===== config.mk =====
export PLATFORM = sky130hd
export DESIGN_NAME = line_pixel_rasterizer_core
export DESIGN_NICKNAME = d
export VERILOG_FILES = /design/src/rtl/core/lpr_pkg.sv /design/src/rtl/core/line_pixel_rasterizer_core.sv
export SDC_FILE = /design/constraint.sdc
export NUM_CORES = 1
export LEC_CHECK = 0
export CORE_ASPECT_RATIO = 1.4
export CORE_MARGIN = 5
export CORE_UTILIZATION = 55
export DETAILED_ROUTE_END_ITERATION = 8
export DONT_BUFFER_PORTS = 1
export PLACE_DENSITY = 0.7
export SYNTH_ARGS = -nofsm -noshare
export SYNTH_HDL_FRONTEND = slang
export SYNTH_SLANG_ARGS = --single-unit

===== constraint.sdc =====
create_clock -name clk -period 9.42 [get_ports clk]
set_clock_uncertainty 0.05 [all_clocks]
set_input_delay 0.471 -clock clk [delete_from_list [all_inputs] [get_ports clk]]
set_output_delay 0.471 -clock clk [all_outputs]
set_load 0.01 [all_outputs]

===== src/rtl/core/lpr_pkg.sv =====
// Shared types, constants and colour helpers of the line pixel rasterizer.
`default_nettype none

package lpr_pkg;

	localparam int COORD_BITS = 13;
	localparam int DELTA_BITS = COORD_BITS + 1;
	localparam int ERR_BITS   = COORD_BITS + 3;
	localparam int OFS_BITS   = 26;
	localparam int SIZE_BITS  = 13;
	localparam int STRIDE_BITS = 15;
	localparam int APB_DATA_BITS = 32;
	localparam int APB_ADDR_BITS = 4;
	localparam int REG_IDX_BITS  = 2;
	localparam int COLOR_BITS = 16;
	localparam int CHAN_BITS  = 8;

	typedef logic signed [COORD_BITS-1:0] coord_t;
	typedef logic signed [DELTA_BITS-1:0] delta_t;
	typedef logic signed [ERR_BITS-1:0]   err_t;
	typedef logic [SIZE_BITS-1:0]         size_t;
	typedef logic [STRIDE_BITS-1:0]       stride_t;
	typedef logic [OFS_BITS-1:0]          ofs_t;
	typedef logic [COLOR_BITS-1:0]        color_t;
	typedef logic [CHAN_BITS-1:0]         chan_t;

	// Request opcodes
	localparam logic ACT_START = 1'b0;
	localparam logic ACT_STEP  = 1'b1;

	// Register indexes, byte address is four times the index
	localparam logic [REG_IDX_BITS-1:0] REG_WIDTH  = 2'd0;
	localparam logic [REG_IDX_BITS-1:0] REG_HEIGHT = 2'd1;
	localparam logic [REG_IDX_BITS-1:0] REG_STRIDE = 2'd2;

	localparam size_t   WIDTH_RST  = 13'd800;
	localparam size_t   HEIGHT_RST = 13'd480;
	localparam stride_t STRIDE_RST = 15'd2400;

	// Rounded 5 to 8 bit expansion: 8v + floor((7v + 15) / 31)
	function automatic chan_t expand5(input logic [4:0] v);
		logic [7:0] r;
		logic [2:0] q;
		r = 8'({3'b000, v} * 8'd7) + 8'd15;
		q = '0;
		for (int t = 1; t < 8; t++) begin
			if (r >= 8'(31 * t)) q = q + 3'd1;
		end
		return {v, 3'b000} + {5'b00000, q};
	endfunction

	// Rounded 6 to 8 bit expansion: 4v + floor((3v + 31) / 63)
	function automatic chan_t expand6(input logic [5:0] v);
		logic [7:0] r;
		logic [1:0] q;
		r = 8'({2'b00, v} * 8'd3) + 8'd31;
		q = '0;
		for (int t = 1; t < 4; t++) begin
			if (r >= 8'(63 * t)) q = q + 2'd1;
		end
		return {v, 2'b00} + {6'b000000, q};
	endfunction

endpackage

`default_nettype wire


===== src/rtl/core/line_pixel_rasterizer_core.sv =====
// Top level of the Bresenham line pixel rasterizer.
`default_nettype none

// Bresenham line rasterizer. A start request (action = 0) latches two signed
// endpoints and an RGB565 colour and produces no pixel. Each step request
// (action = 1) produces the next pixel of the active line, from the first
// endpoint to the second inclusive; the final pixel carries last and the
// core then falls idle. A step while idle is swallowed, a start while a line
// is active drops that line. Each pixel carries its coordinates, drawn (pixel
// inside screen_width x screen_height), the BGR888 byte offset
// y * row_stride_bytes + x * 3 (zero when not drawn, wraps at 26 bits) and
// the colour expanded to eight bits per channel with rounding.
// Throughput is one request per clock while no pixel is stalled: the pixel is
// formed from the line state in a single stage whose critical path is the one
// y * stride multiply plus the x * 3 add, and lands in the output register.
// The output register frees as its pixel is taken, so req_stall is only high
// while a pixel sits stalled. Configuration sits on an APB port (width at 0x0,
// height at 0x4, stride at 0x8) and must be written while the core is idle.
module line_pixel_rasterizer_core (
	input  wire                              clk,
	input  wire                              arst_n,
	// APB configuration port
	input  wire                              psel,
	input  wire                              penable,
	input  wire                              pwrite,
	input  wire [lpr_pkg::APB_ADDR_BITS-1:0] paddr,
	input  wire [lpr_pkg::APB_DATA_BITS-1:0] pwdata,
	output logic [lpr_pkg::APB_DATA_BITS-1:0] prdata,
	output logic                             pready,
	// request channel
	input  wire                              req_valid,
	output logic                             req_stall,
	input  wire                              action,
	input  wire lpr_pkg::coord_t             x_start,
	input  wire lpr_pkg::coord_t             y_start,
	input  wire lpr_pkg::coord_t             x_end,
	input  wire lpr_pkg::coord_t             y_end,
	input  wire lpr_pkg::color_t             color_565,
	// pixel channel
	output logic                             pix_valid,
	input  wire                              pix_stall,
	output logic                             drawn,
	output lpr_pkg::coord_t                  pixel_x,
	output lpr_pkg::coord_t                  pixel_y,
	output lpr_pkg::ofs_t                    byte_offset,
	output lpr_pkg::chan_t                   red,
	output lpr_pkg::chan_t                   green,
	output lpr_pkg::chan_t                   blue,
	output logic                             last
);
	import lpr_pkg::*;

	localparam int PROD_BITS = COORD_BITS + STRIDE_BITS;

	// configuration registers
	size_t   screen_width_q;
	size_t   screen_height_q;
	stride_t row_stride_q;

	// line state
	coord_t  cur_x_q, cur_y_q, target_x_q, target_y_q;
	delta_t  delta_x_q, neg_delta_y_q;
	logic    step_x_neg_q, step_y_neg_q;
	err_t    err_q;
	color_t  line_color_q;
	logic    active_q;

	// output register
	logic    pix_valid_q;
	logic    drawn_q, last_q;
	coord_t  pixel_x_q, pixel_y_q;
	ofs_t    byte_offset_q;
	chan_t   red_q, green_q, blue_q;

	logic                    cfg_wr;
	logic [REG_IDX_BITS-1:0] reg_idx;
	logic                    req_fire, start_fire, step_fire, emit;

	logic                    on_screen, at_target;
	logic [PROD_BITS-1:0]    row_ofs, ofs_full;
	logic                    adv_x, adv_y;
	logic signed [ERR_BITS:0] e2, err_sum;
	delta_t                  sx0, sy0, sx1, sy1, dx, dy;

	// Configuration port: zero wait states, decode on the word index
	assign pready  = 1'b1;
	assign reg_idx = paddr[APB_ADDR_BITS-1:2];
	assign cfg_wr  = psel && penable && pwrite && pready;

	always_comb begin
		unique case (reg_idx)
			REG_WIDTH:  prdata = APB_DATA_BITS'(screen_width_q);
			REG_HEIGHT: prdata = APB_DATA_BITS'(screen_height_q);
			REG_STRIDE: prdata = APB_DATA_BITS'(row_stride_q);
			default:    prdata = '0;
		endcase
	end

	always_ff @(posedge clk or negedge arst_n) begin
		if (!arst_n) begin
			screen_width_q  <= WIDTH_RST;
			screen_height_q <= HEIGHT_RST;
			row_stride_q    <= STRIDE_RST;
		end else if (cfg_wr) begin
			unique case (reg_idx)
				REG_WIDTH:  screen_width_q  <= pwdata[SIZE_BITS-1:0];
				REG_HEIGHT: screen_height_q <= pwdata[SIZE_BITS-1:0];
				REG_STRIDE: row_stride_q    <= pwdata[STRIDE_BITS-1:0];
				default:    ;
			endcase
		end
	end

	// Hold requests only while a finished pixel is stalled at the output
	assign req_stall  = pix_valid_q && pix_stall;
	assign req_fire   = req_valid && !req_stall;
	assign start_fire = req_fire && (action == ACT_START);
	assign step_fire  = req_fire && (action == ACT_STEP);
	assign emit       = step_fire && active_q;

	// Line set-up from the endpoints
	assign sx0 = DELTA_BITS'(x_start);
	assign sy0 = DELTA_BITS'(y_start);
	assign sx1 = DELTA_BITS'(x_end);
	assign sy1 = DELTA_BITS'(y_end);
	assign dx  = sx1 - sx0;
	assign dy  = sy1 - sy0;

	// Pixel at the current position
	assign on_screen = !cur_x_q[COORD_BITS-1] && !cur_y_q[COORD_BITS-1] &&
		(SIZE_BITS'(cur_x_q) < screen_width_q) &&
		(SIZE_BITS'(cur_y_q) < screen_height_q);
	assign at_target = (cur_x_q == target_x_q) && (cur_y_q == target_y_q);
	assign row_ofs   = PROD_BITS'(unsigned'(cur_y_q)) * PROD_BITS'(row_stride_q);
	assign ofs_full  = row_ofs + PROD_BITS'(unsigned'(cur_x_q))
		+ PROD_BITS'({unsigned'(cur_x_q), 1'b0});

	// Error step: advance x when 2e >= -|dy|, advance y when 2e <= |dx|
	assign e2    = {err_q[ERR_BITS-1], err_q} <<< 1;
	assign adv_x = e2 >= (ERR_BITS+1)'(neg_delta_y_q);
	assign adv_y = e2 <= (ERR_BITS+1)'(delta_x_q);
	assign err_sum = (ERR_BITS+1)'(err_q)
		+ (adv_x ? (ERR_BITS+1)'(neg_delta_y_q) : '0)
		+ (adv_y ? (ERR_BITS+1)'(delta_x_q) : '0);

	always_ff @(posedge clk or negedge arst_n) begin
		if (!arst_n) begin
			cur_x_q       <= '0;
			cur_y_q       <= '0;
			target_x_q    <= '0;
			target_y_q    <= '0;
			delta_x_q     <= '0;
			neg_delta_y_q <= '0;
			step_x_neg_q  <= 1'b0;
			step_y_neg_q  <= 1'b0;
			err_q         <= '0;
			line_color_q  <= '0;
			active_q      <= 1'b0;
		end else if (start_fire) begin
			// drop any line in flight and load the new one
			cur_x_q       <= x_start;
			cur_y_q       <= y_start;
			target_x_q    <= x_end;
			target_y_q    <= y_end;
			delta_x_q     <= dx[DELTA_BITS-1] ? -dx : dx;
			neg_delta_y_q <= dy[DELTA_BITS-1] ? dy : -dy;
			step_x_neg_q  <= !(x_start < x_end);
			step_y_neg_q  <= !(y_start < y_end);
			err_q         <= ERR_BITS'(dx[DELTA_BITS-1] ? -dx : dx)
				+ ERR_BITS'(dy[DELTA_BITS-1] ? dy : -dy);
			line_color_q  <= color_565;
			active_q      <= 1'b1;
		end else if (emit) begin
			if (at_target) begin
				active_q <= 1'b0;
			end else begin
				err_q <= err_sum[ERR_BITS-1:0];
				if (adv_x) cur_x_q <= step_x_neg_q ? cur_x_q - COORD_BITS'(1)
					: cur_x_q + COORD_BITS'(1);
				if (adv_y) cur_y_q <= step_y_neg_q ? cur_y_q - COORD_BITS'(1)
					: cur_y_q + COORD_BITS'(1);
			end
		end
	end

	// Output register: load on emit, clear once the pixel is taken
	always_ff @(posedge clk or negedge arst_n) begin
		if (!arst_n) begin
			pix_valid_q <= 1'b0;
		end else if (emit) begin
			pix_valid_q <= 1'b1;
		end else if (!pix_stall) begin
			pix_valid_q <= 1'b0;
		end
	end

	always_ff @(posedge clk) begin
		if (emit) begin
			drawn_q       <= on_screen;
			pixel_x_q     <= cur_x_q;
			pixel_y_q     <= cur_y_q;
			byte_offset_q <= on_screen ? ofs_full[OFS_BITS-1:0] : '0;
			red_q         <= expand5(line_color_q[15:11]);
			green_q       <= expand6(line_color_q[10:5]);
			blue_q        <= expand5(line_color_q[4:0]);
			last_q        <= at_target;
		end
	end

	assign pix_valid   = pix_valid_q;
	assign drawn       = drawn_q;
	assign pixel_x     = pixel_x_q;
	assign pixel_y     = pixel_y_q;
	assign byte_offset = byte_offset_q;
	assign red         = red_q;
	assign green       = green_q;
	assign blue        = blue_q;
	assign last        = last_q;

	// A start always leaves a line active
	a_start_activates: assert property (@(posedge clk) disable iff (!arst_n)
		start_fire |=> active_q)
		else $error("start request did not activate a line");

	// The final pixel of a line returns the core to idle
	a_last_idles: assert property (@(posedge clk) disable iff (!arst_n)
		emit && at_target |=> !active_q && pix_valid && last)
		else $error("final pixel did not end the line");

	// An off-screen pixel carries a zero offset
	a_offscreen_zero: assert property (@(posedge clk) disable iff (!arst_n)
		pix_valid && !drawn |-> byte_offset == '0)
		else $error("off-screen pixel with non-zero offset");

	// Requests are held back only behind a stalled pixel
	a_stall_cause: assert property (@(posedge clk) disable iff (!arst_n)
		req_stall |-> pix_valid && pix_stall)
		else $error("request stalled with a free output register");

	// No pixel appears without an emitting step or a stalled pixel before it
	a_no_spurious: assert property (@(posedge clk) disable iff (!arst_n)
		!emit && !(pix_valid && pix_stall) |=> !pix_valid)
		else $error("pixel produced without a step on an active line");

endmodule

`default_nettype wire


==> results.cfg <==
[route]
wire_per_inst_um = 19.5
drc = 0
drtIter0Drc = 1173
detail-route-antenna-nets = 0
vias = 19012
finalWirelength_um = 64200
routed_via_density = 5.78
dr.pass1.iters = 5

[critical_path]
critPathLaunchType = flop
crit_type = flop to flop
cp.required_ns = 9.74
worstReg2RegStart = cur_y_q[5]
end_kind = flop
timing.rr.end = byte_offset[25]
reg2reg_setup_slack_ns = 2.75
r2r_cells = 19
cp-startpoint = cur_y_q[5]
crit_fanout = 20
worstPathArrival_ns = 6.99

[cts]
cts_tree = yes
root_buffer = clkbuf_16
htree_levels = 1
hold_buffers = 58
clockBufferDepth = 3
cts-resized-gates = 0
clkLatencyLatePin_ns = 0.58
cts_setup_buffers = 0
clkTransAtPathRegs_ns = 0.06
cts.sink_count = 235
cts_inserted_buffers = 27

[outcome]
status = finished, final reports clean

[timing]
setup_viol = 0
relSlewSlack = 0.274
period_share = 0.708
hold_ws_ns = 0.0174
tightest_slew_ns = 1.09
rsz0062_at_grt = no
finalMaxSlewViolations = 0
fmax_ghz = 0.150
tns_ns = 0
hold_viol = 0
layout_min_cycle_time_ns = 6.67

[logic_synthesis]
synth_area_leader_cell = fa_1
synth_area_per_cell_um2 = 9.13
synth_area_leaders = fa_1, dfrtp_1, ha_1
netlist_instances = 2693
synth_edf_count = 78
synth-async-reset-ratio = 0.668
ys_seq_area_frac = 0.256
synth_top_area_frac = 0.158
synth_cell_types = 82
synth_seq_cells = 235
ys_warn_count = 0
ys.flop_type = dfrtp_1
synth_area_mm2 = 0.0246

[grt]
grt_use_total = 0.260
grt_pass1_wl_um = 103000
antenna_found_initial = 1
grt_max_degree = 158
grt_pass1_vias = 19836
gr-total-overflow = 0

[placed_design]
post-dp-hpwl_um = 49800
place_congestion = 0.894
place_area_mm2 = 0.0250
portBuffers = 0

[flow_run]
maxCapViolations = 0

[floorplan]
rows = 91
io-pin-count = 225
start_util = 0.556
core_mm2 = 0.0442
dieArea_mm2 = 0.0491
die_w_um = 189
die_h_um = 260

[worst_hold_path]
holdPathStages = 2
whs_endpoint = line_color_q[6]
worstHoldPathType = input port to flop
min-delay-start = color_565[6]

[final_layout]
layout.nets = 3295
area_growth_pct = 7.68
final_area_mm2 = 0.0265
fillers = 3819
drive_above_1_share = 0.0505
layout make-up:
class                   instances  area [um2]  area share
clock buffers                  39         731      0.0276
clock inverters                11         108     0.00407
diodes                          3        7.51    0.000284
well taps                     558         698      0.0264
repair buffers                 69         681      0.0257
multi-input cells            1981       16500       0.623
inverters                     395        1480      0.0560
flip-flops and latches        235        6280       0.237
how the worst max path moves through the flow:
stage                            to  slack [ns]  cells past startpoint
floorplan           byte_offset[24]        3.20                     23
global placement    byte_offset[24]        2.75                     21
detailed placement  byte_offset[24]        2.73                     21
CTS                 byte_offset[24]        2.73                     21
global route                blue[2]        2.33                     26
finish              byte_offset[25]        2.75                     19
through the flow:
step / cells / util / worst slack, ns
after global placement: 3180 / 0.567 / 2.75
after floorplan: 2710 / - / 3.20
after CTS: 3288 / 0.599 / 2.73
after detailed placement: 3180 / 0.567 / 2.73
final: 3291 / 0.599 / 2.75
after global routing: 3289 / 0.599 / 2.33
synthesized netlist by cell type (12+ instances only):
library cell,count
and3_1,17
dfrtp_1,146
clkbuf_1,75
xor2_1,58
a21o_1,46
buf_4,18
nor2_1,120
o21ai_1,16
or3_1,16
mux2_2,49
a22oi_1,13
a211oi_1,19
a21oi_1,94
edfxtp_1,78
ha_1,280
and2_1,117
a31oi_1,17
o211ai_1,12
inv_1,394
nand2b_1,19
o21a_1,17
o221ai_1,13
fa_1,194
o21bai_1,15
xnor2_1,92
o21ai_0,124
mux2i_1,22
nand3_1,33
nor2b_1,26
nand2_1,348
nand4_1,15
nor3_1,38
per-layer routing:
metal | share of wire | up-vias | GRT usage | wire length [um]
li1 | - | 8966 | - | -
met1 | 0.38 | 9359 | 0.303 | 24500
met2 | 0.52 | 529 | 0.477 | 33200
met3 | 0.053 | 158 | 0.0352 | 3420
met4 | 0.048 | 0 | 0.116 | 3100
met5 | 0 | - | 0 | 0
placed cells by master, fill, tap and decap left out, drive strengths merged, types with 19 or more instances in the layout:
master       netlist  routed
mux2i             22      22
xnor2             92      92
nand3             33      33
inv              395     397
xor2              58      58
dfrtp            146     146
conb               2      19
edfxtp            78      78
nor3              41      41
dlygate4sd3        0      57
a211oi            21      21
a21o              46      46
clkbuf            75      39
nand2            348     348
fa               194     194
o21ai            142     142
a21oi             95      95
nand2b            19      19
ha               280     280
nor2             120     120
and2             117     117
mux2              50      50
nor2b             26      26
critical path, stage by stage (launching register included):
cell,delay (ns)
dfrtp_1,0.89
nand2_1,0.17
fa_1,0.54
inv_1,0.05
fa_1,0.49
inv_1,0.05
fa_1,0.47
inv_1,0.06
fa_1,0.50
fa_1,0.54
inv_1,0.05
fa_1,0.55
inv_1,0.05
ha_1,0.32
and3_1,0.23
a31oi_1,0.45
o21ai_0,0.17
a31oi_1,0.36
o31a_1,0.21
mux2i_1,0.28
cell families after synthesis:
kind of cell / Yosys count / synth area share
other: 2 / 0.000305
muxes: 72 / 0.0319
AOI/OAI and AO/OA: 474 / 0.126
xor gates and xnor gates: 151 / 0.0544
DFF: 235 / 0.256
adders and majority gates: 474 / 0.300
and+or+nand+nor: 791 / 0.153
buffers and inverters: 494 / 0.0782
sequential cells by signal (all words and copies together) (netlist names), 14 cells and up:
signal	count
byte_offset	26
err_q	16
line_color_q	16
row_stride_q	15
delta_x_q	14
neg_delta_y_q	14
Power is left out: the tool's default activity adds up to more than one toggle a clock period on the data nets, which glitch-free logic cannot reach.
